File: src/rtl/kps_pkg.sv
`timescale 1ns / 1ps
// kps_pkg: shared types, register indexes and defaults of the keypad scanner
// no dependencies

package kps_pkg;

    // default sizes
    localparam int FIFO_DEPTH_DEF = 10;
    localparam int MAX_ROWS_DEF   = 4;
    localparam int MAX_COLS_DEF   = 4;

    // fixed field widths
    localparam int MATRIX_W = 16;
    localparam int CODE_W   = 8;
    localparam int BUF_W    = 4;
    localparam int CFG_W    = 64;
    localparam int CFG_IDX_W = 3;
    localparam int MAP_KEYS = 16;

    // register reset values
    localparam logic [7:0] SCAN_DIVIDER_RST = 8'd25;
    localparam logic [2:0] NUM_ROWS_RST     = 3'd4;
    localparam logic [2:0] NUM_COLS_RST     = 3'd4;

    // register indexes
    localparam logic [CFG_IDX_W-1:0] CFG_SCAN_DIVIDER = 3'd0;
    localparam logic [CFG_IDX_W-1:0] CFG_NUM_ROWS     = 3'd1;
    localparam logic [CFG_IDX_W-1:0] CFG_NUM_COLS     = 3'd2;
    localparam logic [CFG_IDX_W-1:0] CFG_KEYMAP_LO    = 3'd3;
    localparam logic [CFG_IDX_W-1:0] CFG_KEYMAP_HI    = 3'd4;

    // request command codes
    localparam logic CMD_TICK = 1'b0;
    localparam logic CMD_READ = 1'b1;

    typedef struct packed {
        logic [7:0]      scan_divider;
        logic [2:0]      num_rows;
        logic [2:0]      num_cols;
        logic [127:0]    keymap;
    } t_cfg;

    // debounce state of the latched key
    typedef enum logic [1:0] {
        HOLD_IDLE,
        HOLD_WAIT,
        HOLD_CHECK
    } t_hold_state;

    typedef struct packed {
        logic              push;
        logic              pop;
        logic [CODE_W-1:0] code;
    } t_fifo_req;

    typedef struct packed {
        logic             popped;
        logic             lost;
        logic [BUF_W-1:0] buffered;
    } t_fifo_status;

endpackage

File: src/rtl/kps_ram.sv
`timescale 1ns / 1ps
// kps_ram: generic single-write, single-read RAM with registered read data
// no dependencies

module kps_ram #(
    parameter int WIDTH = 8,
    parameter int DEPTH = 10,
    localparam int AW = (DEPTH > 1) ? $clog2(DEPTH) : 1
) (
    input  logic             i_clk,
    input  logic             i_we,
    input  logic [AW-1:0]    i_waddr,
    input  logic [WIDTH-1:0] i_wdata,
    input  logic             i_re,
    input  logic [AW-1:0]    i_raddr,
    output logic [WIDTH-1:0] o_rdata
);

    logic [WIDTH-1:0] r_mem [DEPTH];
    logic [WIDTH-1:0] r_rdata;

    always_ff @(posedge i_clk) begin
        if (i_we) begin
            r_mem[i_waddr] <= i_wdata;
        end
        if (i_re) begin
            r_rdata <= r_mem[i_raddr];
        end
    end

    assign o_rdata = r_rdata;

endmodule

File: src/rtl/kps_scan.sv
`timescale 1ns / 1ps
// kps_scan: tick divider, first-key search, debounce state machine, key map
// depends on kps_pkg

module kps_scan import kps_pkg::*; #(
    parameter int MAX_ROWS = MAX_ROWS_DEF,
    parameter int MAX_COLS = MAX_COLS_DEF
) (
    input  logic                i_clk,
    input  logic                i_rst_n,
    input  t_cfg                i_cfg,
    input  logic                i_tick,
    input  logic [MATRIX_W-1:0] i_matrix,
    output logic                o_push,
    output logic [CODE_W-1:0]   o_code
);

    localparam int RW = (MAX_ROWS > 1) ? $clog2(MAX_ROWS) : 1;
    localparam int CW = (MAX_COLS > 1) ? $clog2(MAX_COLS) : 1;

    function automatic logic is_pressed(logic [MATRIX_W-1:0] matrix, logic [6:0] bit_idx);
        logic res;
        res = 1'b0;
        if (bit_idx < 7'(MATRIX_W)) begin
            res = matrix[bit_idx[3:0]];
        end
        return res;
    endfunction

    t_hold_state   r_state, n_state;
    logic [7:0]    r_tick_count, n_tick_count;
    logic [RW-1:0] r_held_row, n_held_row;
    logic [CW-1:0] r_held_col, n_held_col;

    logic [3:0]    rows_lim, cols_lim;
    logic [7:0]    tick_inc;
    logic          scan;
    logic          found;
    logic [RW-1:0] found_row;
    logic [CW-1:0] found_col;
    logic [6:0]    held_bit;
    logic [6:0]    map_idx;
    logic          held_pressed;

    // clamp sizes to what the matrix can hold
    assign rows_lim = (int'(i_cfg.num_rows) > MAX_ROWS) ? 4'(MAX_ROWS) : 4'(i_cfg.num_rows);
    assign cols_lim = (int'(i_cfg.num_cols) > MAX_COLS) ? 4'(MAX_COLS) : 4'(i_cfg.num_cols);

    assign tick_inc = r_tick_count + 8'd1;
    assign scan     = i_tick && (tick_inc == i_cfg.scan_divider);

    // first pressed key, column by column, row by row within a column
    always_comb begin
        found     = 1'b0;
        found_row = '0;
        found_col = '0;
        for (int c = 0; c < MAX_COLS; c++) begin
            for (int r = 0; r < MAX_ROWS; r++) begin
                if (!found && (4'(c) < cols_lim) && (4'(r) < rows_lim)
                    && is_pressed(i_matrix, 7'(r * MAX_COLS + c))) begin
                    found     = 1'b1;
                    found_row = RW'(r);
                    found_col = CW'(c);
                end
            end
        end
    end

    assign held_bit     = 7'(r_held_row) * 7'(MAX_COLS) + 7'(r_held_col);
    assign held_pressed = is_pressed(i_matrix, held_bit);
    assign map_idx      = 7'(r_held_row) * 7'(cols_lim) + 7'(r_held_col);
    assign o_code       = (map_idx < 7'(MAP_KEYS)) ? i_cfg.keymap[map_idx[3:0] * CODE_W +: CODE_W]
                                                   : '0;

    always_comb begin
        n_state      = r_state;
        n_tick_count = r_tick_count;
        n_held_row   = r_held_row;
        n_held_col   = r_held_col;
        o_push       = 1'b0;
        if (i_tick) begin
            n_tick_count = scan ? 8'd0 : tick_inc;
        end
        if (scan) begin
            unique case (r_state)
                HOLD_IDLE: begin
                    if (found) begin
                        n_state    = HOLD_WAIT;
                        n_held_row = found_row;
                        n_held_col = found_col;
                    end
                end
                HOLD_WAIT: begin
                    n_state = HOLD_CHECK;
                end
                HOLD_CHECK: begin
                    if (!held_pressed) begin
                        n_state = HOLD_IDLE;
                        o_push  = 1'b1;
                    end
                end
                default: begin
                    n_state = HOLD_IDLE;
                end
            endcase
        end
    end

    always_ff @(posedge i_clk) begin
        if (!i_rst_n) begin
            r_state      <= HOLD_IDLE;
            r_tick_count <= '0;
        end else begin
            r_state      <= n_state;
            r_tick_count <= n_tick_count;
        end
    end

    // held position is only read outside idle
    always_ff @(posedge i_clk) begin
        r_held_row <= n_held_row;
        r_held_col <= n_held_col;
    end

endmodule

File: src/rtl/kps_fifo.sv
`timescale 1ns / 1ps
// kps_fifo: key code FIFO, pointers and count around one kps_ram
// depends on kps_pkg and kps_ram

module kps_fifo import kps_pkg::*; #(
    parameter int FIFO_DEPTH = FIFO_DEPTH_DEF
) (
    input  logic              i_clk,
    input  logic              i_rst_n,
    input  t_fifo_req         i_req,
    output t_fifo_status      o_status,
    output logic [CODE_W-1:0] o_rdata
);

    localparam int PW  = (FIFO_DEPTH > 1) ? $clog2(FIFO_DEPTH) : 1;
    localparam int NW  = $clog2(FIFO_DEPTH + 1);
    localparam int NWX = (NW > BUF_W) ? NW : BUF_W;

    logic [PW-1:0]  r_rd_ptr, n_rd_ptr;
    logic [PW-1:0]  r_wr_ptr, n_wr_ptr;
    logic [NW-1:0]  r_count, n_count;
    logic [NWX-1:0] count_ext;
    logic           full;
    logic           do_push;
    logic           do_pop;

    assign full    = (r_count == NW'(FIFO_DEPTH));
    assign do_push = i_req.push && !full;
    assign do_pop  = i_req.pop && (r_count != '0);

    always_comb begin
        n_rd_ptr = r_rd_ptr;
        n_wr_ptr = r_wr_ptr;
        n_count  = r_count;
        if (do_push) begin
            n_wr_ptr = (r_wr_ptr == PW'(FIFO_DEPTH - 1)) ? '0 : r_wr_ptr + 1'b1;
            n_count  = r_count + 1'b1;
        end
        if (do_pop) begin
            n_rd_ptr = (r_rd_ptr == PW'(FIFO_DEPTH - 1)) ? '0 : r_rd_ptr + 1'b1;
            n_count  = r_count - 1'b1;
        end
    end

    always_ff @(posedge i_clk) begin
        if (!i_rst_n) begin
            r_rd_ptr <= '0;
            r_wr_ptr <= '0;
            r_count  <= '0;
        end else begin
            r_rd_ptr <= n_rd_ptr;
            r_wr_ptr <= n_wr_ptr;
            r_count  <= n_count;
        end
    end

    // push and pop come from different requests, so never share a cycle
    kps_ram #(
        .WIDTH (CODE_W),
        .DEPTH (FIFO_DEPTH)
    ) u_ram (
        .i_clk   (i_clk),
        .i_we    (do_push),
        .i_waddr (r_wr_ptr),
        .i_wdata (i_req.code),
        .i_re    (do_pop),
        .i_raddr (r_rd_ptr),
        .o_rdata (o_rdata)
    );

    assign count_ext         = NWX'(n_count);
    assign o_status.popped   = do_pop;
    assign o_status.lost     = i_req.push && full;
    assign o_status.buffered = count_ext[BUF_W-1:0];

endmodule

File: src/rtl/matrix_keypad_scanner.sv
`timescale 1ns / 1ps
// Matrix keypad scanner with debounce and a buffered key FIFO.
//
// Input channel (i_in_valid / o_in_ready): each request is either a timer
// tick carrying a snapshot of the key matrix (i_command = 0) or a read of
// one buffered key (i_command = 1). Every request gives exactly one result
// on the output channel (o_out_valid / i_out_ready): key_valid and key_code
// for reads, the FIFO occupancy after the request, and key_lost when a
// released key found the FIFO full.
// Throughput is one request per cycle while the receiver keeps taking results.
// A result passes through the pending stage, which waits for the registered
// read port of the FIFO RAM, and then into the output register.
// When the receiver stalls, the pending stage still takes one more request
// and then o_in_ready drops until the output register is taken.
// Configuration goes through i_cfg_we / i_cfg_index / i_cfg_wdata, one register
// per write; the user writes only while no request is in flight (unenforced).
// Reset (synchronous, active low) restores the register defaults, empties
// the FIFO, clears the tick divider and the debounce state, and drops both
// valid flags. No clearing pass is needed, the FIFO starts usable at once.
// depends on kps_pkg, kps_scan, kps_fifo

module matrix_keypad_scanner import kps_pkg::*; #(
    parameter int FIFO_DEPTH = FIFO_DEPTH_DEF,
    parameter int MAX_ROWS   = MAX_ROWS_DEF,
    parameter int MAX_COLS   = MAX_COLS_DEF
) (
    input  logic                 i_clk,
    input  logic                 i_rst_n,
    // configuration write port
    input  logic                 i_cfg_we,
    input  logic [CFG_IDX_W-1:0] i_cfg_index,
    input  logic [CFG_W-1:0]     i_cfg_wdata,
    // request channel
    input  logic                 i_in_valid,
    output logic                 o_in_ready,
    input  logic                 i_command,
    input  logic [MATRIX_W-1:0]  i_key_matrix,
    // result channel
    output logic                 o_out_valid,
    input  logic                 i_out_ready,
    output logic                 o_key_valid,
    output logic [CODE_W-1:0]    o_key_code,
    output logic [BUF_W-1:0]     o_keys_buffered,
    output logic                 o_key_lost
);

    t_cfg         r_cfg;
    t_fifo_req    fifo_req;
    t_fifo_status fifo_status;
    logic [CODE_W-1:0] ram_rdata;

    logic         accept;
    logic         scan_push;
    logic [CODE_W-1:0] scan_code;

    // pending stage: waits for the RAM read data
    logic         r_p_valid;
    t_fifo_status r_p_status;
    logic         p_adv;

    // output register
    logic              r_o_valid;
    logic              r_o_key_valid;
    logic [CODE_W-1:0] r_o_key_code;
    logic [BUF_W-1:0]  r_o_buffered;
    logic              r_o_lost;

    // configuration registers
    always_ff @(posedge i_clk) begin
        if (!i_rst_n) begin
            r_cfg.scan_divider <= SCAN_DIVIDER_RST;
            r_cfg.num_rows     <= NUM_ROWS_RST;
            r_cfg.num_cols     <= NUM_COLS_RST;
            r_cfg.keymap       <= '0;
        end else if (i_cfg_we) begin
            unique case (i_cfg_index)
                CFG_SCAN_DIVIDER: r_cfg.scan_divider <= i_cfg_wdata[7:0];
                CFG_NUM_ROWS:     r_cfg.num_rows     <= i_cfg_wdata[2:0];
                CFG_NUM_COLS:     r_cfg.num_cols     <= i_cfg_wdata[2:0];
                CFG_KEYMAP_LO:    r_cfg.keymap[63:0]   <= i_cfg_wdata;
                CFG_KEYMAP_HI:    r_cfg.keymap[127:64] <= i_cfg_wdata;
                default: begin
                    // unused indexes are ignored
                end
            endcase
        end
    end

    // handshake: pending stage moves when the output register is free or being taken
    assign p_adv      = r_p_valid && (!r_o_valid || i_out_ready);
    assign o_in_ready = !r_p_valid || p_adv;
    assign accept     = i_in_valid && o_in_ready;

    kps_scan #(
        .MAX_ROWS (MAX_ROWS),
        .MAX_COLS (MAX_COLS)
    ) u_scan (
        .i_clk    (i_clk),
        .i_rst_n  (i_rst_n),
        .i_cfg    (r_cfg),
        .i_tick   (accept && (i_command == CMD_TICK)),
        .i_matrix (i_key_matrix),
        .o_push   (scan_push),
        .o_code   (scan_code)
    );

    // a released key becomes a push request; a read request pops
    assign fifo_req.push = scan_push;
    assign fifo_req.pop  = accept && (i_command == CMD_READ);
    assign fifo_req.code = scan_code;

    kps_fifo #(
        .FIFO_DEPTH (FIFO_DEPTH)
    ) u_fifo (
        .i_clk    (i_clk),
        .i_rst_n  (i_rst_n),
        .i_req    (fifo_req),
        .o_status (fifo_status),
        .o_rdata  (ram_rdata)
    );

    always_ff @(posedge i_clk) begin
        if (!i_rst_n) begin
            r_p_valid <= 1'b0;
        end else if (o_in_ready) begin
            r_p_valid <= accept;
        end
    end

    always_ff @(posedge i_clk) begin
        if (accept) begin
            r_p_status <= fifo_status;
        end
    end

    always_ff @(posedge i_clk) begin
        if (!i_rst_n) begin
            r_o_valid <= 1'b0;
        end else if (p_adv) begin
            r_o_valid <= 1'b1;
        end else if (i_out_ready) begin
            r_o_valid <= 1'b0;
        end
    end

    // RAM data holds while the pending stage stalls, no new read is issued
    always_ff @(posedge i_clk) begin
        if (p_adv) begin
            r_o_key_valid <= r_p_status.popped;
            r_o_key_code  <= r_p_status.popped ? ram_rdata : '0;
            r_o_buffered  <= r_p_status.buffered;
            r_o_lost      <= r_p_status.lost;
        end
    end

    assign o_out_valid     = r_o_valid;
    assign o_key_valid     = r_o_key_valid;
    assign o_key_code      = r_o_key_code;
    assign o_keys_buffered = r_o_buffered;
    assign o_key_lost      = r_o_lost;

endmodule

File: config.mk
export PLATFORM = sky130hd
export DESIGN_NAME = matrix_keypad_scanner
export DESIGN_NICKNAME = d
export VERILOG_FILES = /design/src/rtl/kps_pkg.sv /design/src/rtl/kps_ram.sv /design/src/rtl/kps_scan.sv /design/src/rtl/kps_fifo.sv /design/src/rtl/matrix_keypad_scanner.sv
export SDC_FILE = /design/constraint.sdc
export NUM_CORES = 1
export LEC_CHECK = 0
export BUFFER_PORTS_ARGS = -buffer_cell sky130_fd_sc_hd__buf_2
export CAP_MARGIN = 20
export CORE_MARGIN = 2
export CORE_UTILIZATION = 40
export CTS_CLUSTER_SIZE = 40
export DETAILED_ROUTE_END_ITERATION = 8
export SLEW_MARGIN = 20
export SYNTH_ARGS = -nofsm -noshare
export SYNTH_HDL_FRONTEND = slang
export SYNTH_SLANG_ARGS = --single-unit
File: constraint.sdc
create_clock -name i_clk -period 3.75 [get_ports i_clk]
set_input_delay 0.75 -clock i_clk [delete_from_list [all_inputs] [get_ports i_clk]]
set_output_delay 0.75 -clock i_clk [all_outputs]
set_load 0.05 [all_outputs]
# Word-level counts from Yosys, hierarchy flattened
# Memories as Yosys holds them, arrays and structs flattened. A register that Yosys moved wholly into a read port is not among the register bits.
# Cells that the tools add are included.
totals:
  ff_bits: 190
  in_bits: 89
  n_memories: 1
  mem_bits_rw: 80
  word_cells: 207
op_classes:
  mul: 1
  mux: 59
  n_reduce_logical: 89
  n_eq_ne: 12
  addsub: 7
  bitwise_logic: 1
  order_cmp: 13
  shift: 1
memory_table:
  columns: ["name", "words", "width", "rd", "rd_ports_with_merged_regs", "write_ports", "line", "rtl"]
  rows:
  - ["u_fifo.u_ram.r_mem", 10, 8, 1, 1, 1, "kps_ram.sv:19", "logic [WIDTH-1:0] r_mem [DEPTH];"]
op_table:
  columns: ["cell", "n"]
  rows:
  - ["128-bit by 8-bit variable part select with 8-bit output", 1]
  - ["1-bit logical AND", 55]
  - ["1-bit 2-to-1 mux", 35]
  - ["2-bit 2-to-1 mux", 14]
  - ["1-bit zero test", 18]
  - ["1-bit by 4-bit < comparator with 1-bit output (first input constant)", 4]
  - ["2-bit by 4-bit < comparator with 1-bit output (first input constant)", 4]
  - ["4-bit 2-to-1 mux", 4]
  - ["8-bit 2-to-1 mux", 2]
  - ["7-bit by 5-bit < comparator with 1-bit output (second input constant)", 2]
  - ["4-bit by 1-bit adder with 4-bit output (second input constant)", 3]
  - ["4-bit equality test (second input constant)", 3]
  - ["2-bit AND reduction", 5]
  - ["8-bit by 1-bit adder with 8-bit output (second input constant)", 1]
  - ["8-bit equality test", 1]
  - ["8-bit OR reduction", 1]
  - ["6-bit by 2-bit adder with 7-bit output", 1]
  - ["3-bit by 2-bit equality test with 1-bit output (second input constant)", 2]
  - ["3-bit > comparator (second input constant)", 2]
  - ["2-bit by 4-bit multiplier with 6-bit output", 1]
  - ["3-bit 2-to-1 mux", 2]
  - ["2-bit case mux with 3 select lines", 1]
  - ["3-bit AND reduction", 2]
  - ["4-bit by 2-bit adder with 5-bit output", 1]
  - ["other kinds (17)", 18]

# Longest topological paths before layout
# Gate-level depths: netlist of the first run.
logic_depth:
  depth_word: 83
  mapped_depth: 10
  depth_no_buf: 9

# Hierarchy
# A second synthesis of the first run with hierarchy kept.
unflattened:
  cells_unflattened: 1096
  area_unflattened_um2: 12948.7
by_module_without_submodules:
  columns: ["module", "area_each_um2", "seq_area_each_um2", "instances", "cells_per_inst"]
  rows:
  - ["matrix_keypad_scanner", 6168.4, 3483.3, 1, 577]
  - ["kps_ram", 3482.1, 2642.5, 1, 189]
  - ["kps_scan", 2532.4, 320.3, 1, 238]
  - ["kps_fifo", 765.7, 240.2, 1, 92]

# Worst setup path after synthesis of the first run
# OpenSTA, ideal clock, no wires.
synth_path:
  path_type: "flip-flop to flip-flop"
  startpoint: "register r_cfg[130] (netlist name)"
  endpoint: "memory u_fifo.u_ram.r_mem[0][0], data pin"
  stages_incl_launch_ff: 10
  period_less_slack_ps: 3578
  setup_ps: 282
  setup_slack_ps: 172
  arrival_time_ps: 3297
  cell_sequence: "dfxtp_1 -> clkbuf_1 -> nand3b_1 -> fa_1 -> inv_1 -> ha_1 -> fa_1 -> xor2_1 -> mux4_2 -> nor2b_1"
synth_lines:
  columns: ["element", "line", "rtl"]
  rows:
  - ["start: declaration", "matrix_keypad_scanner.sv:47", "t_cfg r_cfg;"]
  - ["end: declaration", "kps_ram.sv:19", null]

==> impl_metrics.csv, run 1 <==
group,metric,value,unit
global_routing,track_usage,17.4,%
logic_synthesis,synthFlopType,"dfxtp_1",
logic_synthesis,synth-edff-count,112,
logic_synthesis,synthCells,1181,
timing,slew_violations,0,
timing,layout_setup_ws,0.278,ns
timing,final-hold-violation-count,0,
worst_setup_path,worst-path-max-fanout,16,
detailed_routing,drt-pass1-iter-count,5,
worst_setup_path,crit_arrival,3.72,ns
cts,cts_setup_buffers,0,
layout,area_delta_synth_final,15.5,%
detailed_routing,drcViolationCount,0,
logic_synthesis,synth_area_per_cell,10.8,µm²
layout,fin_area,0.0147,mm²
place,placed_cell_area,0.0137,mm²
logic_synthesis,ys_async_sr_fraction,0,%
run_status,status,"finished, final reports clean",
logic_synthesis,seq_area_frac_synth,52.5,%
layout,final_common_cell,"nand2_1",
layout,fin_nets,1361,
timing,tightest_slew,0.957,ns
logic_synthesis,synth_area,0.0127,mm²
logic_synthesis,ys_seq_elements,278,
cts,cts_root_buf,"clkbuf_16",
power,vdd_drop_max,0.356,mV
timing,final.min_clock_period,3.47,ns
worst_setup_path,critPathLaunchType,"register",
global_routing,grt_pass1_wl,47000,µm
floorplan,die_w,182,µm
place,place_congestion,0.829,
cts,cts_buffers,29,
floorplan,ios,105,
cts,htreeDepth,1,
worst_setup_path,crit_type,"reg -> reg",
detailed_routing,first_iter_violations,631,
logic_synthesis,yosys_warnings,0,
detailed_routing,wl,28700,µm
logic_synthesis,synth_fp_nets,1281,
floorplan,die_area,0.0333,mm²
cts,cts_tree,"yes",
cts,cts_resized,0,
timing,finalSetupViolCount,0,
global_routing,first_global_vias,8842,
timing,max_clock_freq,288,MHz
floorplan,dieHeight,182,µm
floorplan,core_area,0.0315,mm²
global_routing,grt_overflow,0,
cts,cts_max_path_buffers,3,
timing,finalClockSkew,0.0208,ns
power,power_leakage,5.05,nW
worst_setup_path,cp_data_required_time,3.99,ns
layout,layout-drive-gt1-share,20.2,%
cts,cts.sinks,278,
place,pre_cts_ws,0.280,ns
timing,setup-tns-final,0,ns
timing,relSlewSlack,36.1,%
cts,clk_pin_slew,0.06,ns
logic_synthesis,synth_cell_types,69,
power,powerDensity,442,mW/mm²
place,place_hpwl,19600,µm
detailed_routing,antenna_left,0,
timing,whs,0.419,ns
timing,rsz0062_at_grt,"false",
global_routing,grt_max_degree,157,
detailed_routing,wire_per_inst,17.0,µm
floorplan,num_rows,65,
place,port_buffers,104,
worst_setup_path,endpoint_kind,"register",
layout,num_antenna_cells,0,
min_path,hold_class,"reg -> reg",
floorplan,start_util,40.4,%
detailed_routing,vias_per_cell,5.25,
layout,layout_common_cells,"307 x nand2_1, 166 x dfxtp_1, 140 x a21boi_0",
timing,finalCritPeriodShare,92.6,%
detailed_routing,num_vias,8850,
run,drv_cap,0,
cts,holdBufCountCts,0,
cts,insertion_delay,0.55,ns
global_routing,antenna_found_initial,0,
Yosys cell counts, types with 6 or more instances:
library cell	n	area share, %
mux4_2	58	10
nand2_1	307	9.1
buf_2	7	0.28
nand2b_1	6	0.29
buf_1	10	0.29
xor2_1	6	0.41
nand3_1	16	0.63
o21ai_0	17	0.67
nor4_1	8	0.39
clkbuf_1	61	1.8
xnor2_1	10	0.69
a21boi_0	140	8.3
mux2i_1	20	1.6
nand3b_1	9	0.53
edfxtp_1	112	26
and2_1	19	0.93
dfxtp_1	166	26
inv_1	14	0.41
ha_1	9	0.88
nor2_1	16	0.47
a21oi_1	29	1.1
nand4_1	7	0.34
o21a_1	8	0.47
a21o_1	6	0.35
nor2b_1	30	1.5
a211oi_1	9	0.53
final timing paths:
path	slack, ns	depth (start not counted)	end	from
setup / recovery	0.28	7	u_fifo.u_ram.r_mem[4][1]	r_cfg[130]
setup reg to reg	0.28	7	u_fifo.u_ram.r_mem[4][1]	r_cfg[130]
hold / removal	0.42	0	o_keys_buffered[1]	r_p_status[1]
hold reg to reg	0.42	0	o_keys_buffered[1]	r_p_status[1]
state kept, by name (all words and copies together), names as in the netlist, 4 cells and up:
register and flops:
o_keys_buffered 4, o_key_code 8, u_fifo.r_count 4, r_cfg 142, u_fifo.r_wr_ptr 4, u_fifo.r_rd_ptr 4, r_p_status 6, u_fifo.u_ram.r_mem 80
u_fifo.u_ram.o_rdata 8, u_scan.r_tick_count 8
where the power goes:
part / internal, W / switching, W / leakage (nW) / total [W]
registers: 0.00317 / 0.0000269 / 2.29 / 0.00320
clock network: 0.00182 / 0.00117 / 0.507 / 0.00299
logic: 0.000126 / 0.000186 / 2.26 / 0.000312
total: 0.00512 / 0.00138 / 5.05 / 0.00650
per-stage QoR:
step	cells	total power [W]	utilization [%]
after CTS	1686	0.00657	46.7
after detailed placement	1632	0.00358	43.5
after global routing	1686	0.00674	46.7
after global placement	1632	0.00358	43.5
after floorplan	1181	0.00344	-
final	1686	0.00650	46.7
logic make-up (layout without fill, tap and decap cells):
family	after synthesis	after routing	share of synthesized area [%]
simple gates	458	458	16.6
fa+ha+maj	11	11	1.20
mux	80	80	12.0
buf+inv	95	198	3.00
flops	278	278	52.5
xor+xnor	16	16	1.10
compound gates	243	243	13.6
worst max-delay path: stages (launching register included):
cell	delay [ns]
dfxtp_1	0.43
nand3b_1	0.25
fa_1	0.56
inv_1	0.06
ha_1	0.22
fa_1	0.81
mux4_2	0.30
nor2b_1	0.55
metal layers:
metal | vias to the layer above | global-route usage, % | wire length, µm
li1 | 4375 | - | -
met1 | 4261 | 23.4 | 13300
met2 | 172 | 29.6 | 13700
met3 | 42 | 2.53 | 1060
met4 | 0 | 4.61 | 624
met5 | - | 0 | 0
cell type report:
class	instances	area, µm²
Fill cell	2920	16800
Sequential cell	278	6690
Multi-Input combinational cell	808	5690
Clock buffer	43	878
Timing Repair Buffer	130	756
Tap cell	402	503
Clock inverter	11	136
Inverter	14	52.6
No activity file was read; power rests on OpenSTA's default activity.
==> run 2, diff against run 1 <==
--- a/config.mk
+++ b/config.mk
@@ -9,6 +9,7 @@
 export CAP_MARGIN = 20
 export CORE_MARGIN = 2
 export CORE_UTILIZATION = 40
+export CTS_BUF_LIST = sky130_fd_sc_hd__clkbuf_4
 export CTS_CLUSTER_SIZE = 40
 export DETAILED_ROUTE_END_ITERATION = 8
 export SLEW_MARGIN = 20
==> run 2 against run 1 <==
First-iteration DRC count is 13% lower. Sequential power hardly changed. Combinational power hardly changed. Global-route usage is 0.56 points higher. Largest cell class unchanged. Highest routed layer unchanged.
==> impl_metrics.csv, run 2 (same netlist as run 1, synthesis figures left out) <==
group,metric,value,unit
cts,cts_max_path_buffers,3,
worst_setup_path,crit_arrival,3.81,ns
layout,area_delta_synth_final,15.1,%
run_status,status,"finished, final reports clean",
layout,fin_area,0.0146,mm²
cts,insertion_delay,0.67,ns
place,place_congestion,0.829,
timing,finalCritPeriodShare,92.0,%
cts,holdBufCountCts,0,
worst_setup_path,cp_data_required_time,4.11,ns
worst_setup_path,endpoint_kind,"register",
cts,cts_buffers,72,
worst_setup_path,rrSetupSlack,0.30,ns
detailed_routing,wl,29200,µm
power,clockPowerShare,43.7,%
layout,largest_reg_flops,142,
cts,clk_pin_slew,0.06,ns
layout,post-route-util,46.5,%
cts,cts_resized,0,
place,placed_cell_area,0.0137,mm²
power,p_int,0.00483,W
power,p_sw,0.00141,W
layout,layout_common_cells,"307 x nand2_1, 166 x dfxtp_1, 140 x a21boi_0",
layout,multi_input_comb_area,0.00569,mm²
global_routing,gr-usage-met2,30.0,%
worst_setup_path,reg2reg_depth,8,
cts,cts.sinks,278,
floorplan,start_util,40.4,%
min_path,hold_depth,2,
timing,finalClockSkew,0.0389,ns
global_routing,track_usage,18.0,%
cts,cts_root_buf,"clkbuf_4",
worst_setup_path,worst-path-max-fanout,16,
layout,final_common_cell,"nand2_1",
detailed_routing,vias_per_cell,5.22,
global_routing,grt_max_degree,157,
place,place_hpwl,19600,µm
layout,fin_nets,1404,
detailed_routing,first_iter_violations,546,
power,comb_power_share,5.0,%
place,port_buffers,104,
timing,setup-tns-final,0,ns
worst_setup_path,crit_type,"reg -> reg",
timing,slew_violations,0,
global_routing,grt_use_met3,3.75,%
worst_setup_path,rr_startpoint,"r_cfg[130]",
global_routing,antenna_found_initial,1,
detailed_routing,antenna_left,0,
global_routing,grt_pass1_wl,48000,µm
floorplan,dieHeight,182,µm
layout,fin_cells,1758,
power,power_leakage,5.12,nW
floorplan,core_area,0.0315,mm²
cts,cts_setup_buffers,0,
power,vdd_drop_max,0.218,mV
place,pre_cts_ws,0.280,ns
run,drv_cap,0,
detailed_routing,wire_per_inst,16.6,µm
cts,htreeDepth,3,
worst_setup_path,critPathLaunchType,"register",
layout,max_flop_register,"r_cfg",
timing,relSlewSlack,35.2,%
place,dp.cells,1632,
cts,cts_tree,"yes",
layout,layout-drive-gt1-share,24.3,%
floorplan,num_rows,65,
detailed_routing,drt-pass1-iter-count,4,
power,powerDensity,426,mW/mm²
timing,rsz0062_at_grt,"false",
timing,final.min_clock_period,3.45,ns
global_routing,grtUsageMet1,23.2,%
floorplan,die_w,182,µm
min_path,hold_class,"in -> reg",
min_path,hold_path_end,"r_p_valid",
global_routing,first_global_vias,9209,
floorplan,die_area,0.0333,mm²
layout,largestRegisters,"r_cfg (142), u_fifo.u_ram.r_mem (80)",
timing,tightest_slew,0.971,ns
layout,fill_cells,2953,
timing,finalSetupViolCount,0,
global_routing,grt_overflow,0,
worst_setup_path,r2r_end,"u_fifo.u_ram.r_mem[0][6]",
detailed_routing,num_vias,9172,
timing,max_clock_freq,290,MHz
power,pwr-share-seq,51.3,%
floorplan,ios,105,
power,p_sw_share,22.5,%
detailed_routing,drcViolationCount,0,
layout,seq_area,0.00669,mm²
timing,layout_setup_ws,0.302,ns
timing,final-hold-violation-count,0,
global_routing,top_usage_layer,"met2",
min_path,min_from,"i_in_valid",
run 2: changes by cell type in the layout (fill, tap and decap cells not counted):
cell / previous run / this run
clkbuf_4: 0 / 117
clkbuf_16: 29 / 0
clkbuf_8: 10 / 0
clkinv_1: 1 / 6
clkinv_2: 5 / 0
clkbuf_1: 4 / 0
inv_6: 2 / 0
bufinv_16: 3 / 2
diode_2: 0 / 1
run 2: cell type report:
cell class	instances	area share, %
Antenna cell	1	0.0171
Sequential cell	278	45.6
Clock buffer	117	6.00
Tap cell	402	3.43
Clock inverter	8	0.564
Inverter	14	0.359
Timing Repair Buffer	130	5.16
Multi-Input combinational cell	808	38.8
run 2: worst max-delay path by stage:
stage / start / to / slack, ns
2_1_floorplan: r_cfg[130] / u_fifo.u_ram.r_mem[0][0] / 0.17
3_3_place_gp: r_cfg[130] / u_fifo.u_ram.r_mem[8][5] / 0.36
3_5_place_dp: r_cfg[130] / u_fifo.u_ram.r_mem[9][1] / 0.28
4_1_cts: r_cfg[130] / u_fifo.u_ram.r_mem[7][1] / 0.24
5_1_grt: r_cfg[130] / u_fifo.u_ram.r_mem[7][1] / 0.06
6_report: r_cfg[130] / u_fifo.u_ram.r_mem[0][6] / 0.30
run 2: power groups by stage:
stage	Clock [W]	Combinational [W]	Sequential, W
floorplan	0	0.000161	0.00328
global placement	0	0.000311	0.00327
detailed placement	0	0.000312	0.00327
CTS	0.00282	0.000313	0.00320
global route	0.00298	0.000342	0.00320
finish	0.00273	0.000311	0.00320
run 2: layer usage:
metal | vias to the layer above | wire, µm
li1 | 4500 | -
met1 | 4407 | 13200
met2 | 205 | 14000
met3 | 60 | 1340
met4 | 0 | 658
met5 | - | 0
run 2: critical path: stages, from the launching register on:
cell,delay [ns]
dfxtp_1,0.43
nand3b_1,0.24
fa_1,0.56
inv_1,0.06
ha_1,0.22
fa_1,0.80
buf_4,0.19
mux4_2,0.16
nor2b_1,0.51
run 2: through the flow:
step	power (W)	hold WS (ns)
after floorplan	0.00344	0.400
after global placement	0.00358	0.401
after CTS	0.00634	0.284
after detailed placement	0.00358	0.405
final	0.00624	0.330
after global routing	0.00653	0.309
==> run 3, diff against run 2 <==
--- a/config.mk
+++ b/config.mk
@@ -7,11 +7,13 @@
 export LEC_CHECK = 0
 export BUFFER_PORTS_ARGS = -buffer_cell sky130_fd_sc_hd__buf_2
 export CAP_MARGIN = 20
+export CELL_PAD_IN_SITES_DETAIL_PLACEMENT = 1
+export CELL_PAD_IN_SITES_GLOBAL_PLACEMENT = 1
 export CORE_MARGIN = 2
 export CORE_UTILIZATION = 40
-export CTS_BUF_LIST = sky130_fd_sc_hd__clkbuf_4
 export CTS_CLUSTER_SIZE = 40
 export DETAILED_ROUTE_END_ITERATION = 8
+export PLACE_DENSITY_LB_ADDON = 0.1
 export SLEW_MARGIN = 20
 export SYNTH_ARGS = -nofsm -noshare
 export SYNTH_HDL_FRONTEND = slang
==> run 3 against run 2 <==
Critical endpoint is now u_fifo.u_ram.r_mem[1][3]. Wire length up 12%. Cell count fell by 3.8%. First-iteration DRC count fell by 14%. Clock-buffer cell count decreased by 75. Power rose by 8.1%. Clock power is 18% higher. Setup slack better by 0.068 ns. Flip-flop and latch count did not move. Die area stayed put.
==> impl_metrics.csv, run 3 (same netlist as run 1, synthesis figures left out) <==
group,metric,value,unit
run_status,status,"finished, final reports clean",
timing,tightest_slew,1.00,ns
detailed_routing,antenna_left,0,
timing,slew_violations,0,
power,power_leakage,5.10,nW
layout,largestRegisters,"r_cfg (142), u_fifo.u_ram.r_mem (80)",
power,clockPowerShare,47.7,%
cts,cts_tree,"yes",
layout,fin_nets,1369,
layout,layout_common_cells,"307 x nand2_1, 166 x dfxtp_1, 140 x a21boi_0",
layout,max_flop_register,"r_cfg",
cts,clk_pin_slew,0.06,ns
global_routing,first_global_vias,9421,
timing,max_clock_freq,296,MHz
detailed_routing,drcViolationCount,0,
worst_setup_path,worst-path-max-fanout,10,
floorplan,die_w,182,µm
cts,cts.sinks,278,
worst_setup_path,endpoint_kind,"register",
power,powerDensity,455,mW/mm²
timing,relSlewSlack,33.1,%
global_routing,gr-usage-met2,35.2,%
timing,rsz0062_at_grt,"false",
detailed_routing,wire_per_inst,19.3,µm
global_routing,grt_use_met3,2.39,%
detailed_routing,vias_per_cell,5.32,
run,drv_cap,0,
timing,setup-tns-final,0,ns
cts,cts_setup_buffers,0,
worst_setup_path,crit_arrival,3.63,ns
power,pwr-share-seq,47.5,%
global_routing,grt_max_degree,89,
timing,whs,0.423,ns
floorplan,num_rows,65,
timing,finalSetupViolCount,0,
worst_setup_path,cp_data_required_time,4.00,ns
global_routing,grt_overflow,0,
worst_setup_path,critPathLaunchType,"register",
global_routing,grtUsageMet1,26.6,%
detailed_routing,num_vias,8988,
detailed_routing,wl,32700,µm
place,place_congestion,0.810,
power,p_sw,0.00145,W
cts,cts_buffers,31,
floorplan,die_area,0.0333,mm²
cts,insertion_delay,0.56,ns
cts,htreeDepth,1,
global_routing,grt_pass1_wl,53000,µm
floorplan,ios,105,
worst_setup_path,crit_type,"reg -> reg",
power,comb_power_share,4.8,%
power,vdd_drop_max,0.334,mV
timing,final.min_clock_period,3.38,ns
floorplan,dieHeight,182,µm
cts,holdBufCountCts,0,
detailed_routing,first_iter_violations,472,
layout,largest_reg_flops,142,
timing,finalClockSkew,0.0117,ns
layout,layout-drive-gt1-share,20.2,%
layout,num_antenna_cells,0,
layout,final_common_cell,"nand2_1",
detailed_routing,drt-pass1-iter-count,4,
global_routing,track_usage,20.1,%
floorplan,core_area,0.0315,mm²
power,p_int,0.00530,W
layout,area_delta_synth_final,16.5,%
timing,final-hold-violation-count,0,
cts,cts_max_path_buffers,3,
power,p_sw_share,21.4,%
global_routing,top_usage_layer,"met2",
min_path,hold_class,"reg -> reg",
global_routing,antenna_found_initial,0,
place,port_buffers,104,
cts,cts_root_buf,"clkbuf_16",
floorplan,start_util,40.4,%
cts,cts_resized,0,
timing,finalCritPeriodShare,90.2,%
place,place_hpwl,22500,µm
## run 3: cell types whose count changed in the layout (fill, tap and decap cells not counted), moves of 4 or more
cell       previous run  this run
bufinv_16             2         6
clkbuf_1              0         7
clkbuf_16             0        31
clkbuf_4            117         0
clkbuf_8              0         4
clkinv_1              6         1
## run 3: area by class of cell
class	instances	area, µm²
clock buffer	42	857
inverter	14	52.6
tap	402	503
multi-input combinational	808	5680
timing repair buffer	136	838
clock inverter	11	211
fill	3407	16600
sequential	278	6690
## run 3: final timing paths
path | from | endpoint | slack, ns | cells after the start
worst max-delay path | u_scan.r_held_row[1] | u_fifo.u_ram.r_mem[1][3] | 0.37 | 9
worst max register to register | u_scan.r_held_row[1] | u_fifo.u_ram.r_mem[1][3] | 0.37 | 9
worst min register to register | r_p_status[1] | o_keys_buffered[1] | 0.42 | 0
worst min-delay path | r_p_status[1] | o_keys_buffered[1] | 0.42 | 0
## run 3: layer usage
layer / wire length, µm / part of all wire [%] / vias to the layer above
li1: - / - / 4388
met1: 15100 / 46 / 4431
met2: 16000 / 49 / 126
met3: 975 / 3.0 / 43
met4: 626 / 1.9 / 0
met5: 0 / 0 / -
## run 3: per-stage QoR
stage,setup WS (ns),cell area (µm²),util [%],total power (W),instances
2_1_floorplan,0.172,12700,-,0.00344,1181
3_3_place_gp,0.413,13800,43.7,0.00359,1638
3_5_place_dp,0.325,13800,43.7,0.00359,1638
4_1_cts,0.285,14800,47.1,0.00683,1691
5_1_grt,0.0997,14800,47.1,0.00698,1691
6_report,0.369,14800,47.1,0.00675,1691
## run 3: power groups by stage
stage,Clock [W],Sequential [W],Combinational [W]
after floorplan,0,0.00328,0.000161
after global placement,0,0.00327,0.000323
after detailed placement,0,0.00327,0.000326
after CTS,0.00330,0.00320,0.000328
after global routing,0.00342,0.00321,0.000357
final,0.00322,0.00320,0.000323
## run 3: critical path, stage by stage, from the launching register on
cell	delay, ns
edfxtp_1	0.43
nand3b_1	0.15
fa_1	0.54
inv_1	0.05
ha_1	0.22
fa_1	0.38
xor2_1	0.18
buf_12	0.16
mux4_2	0.35
nor2b_1	0.61
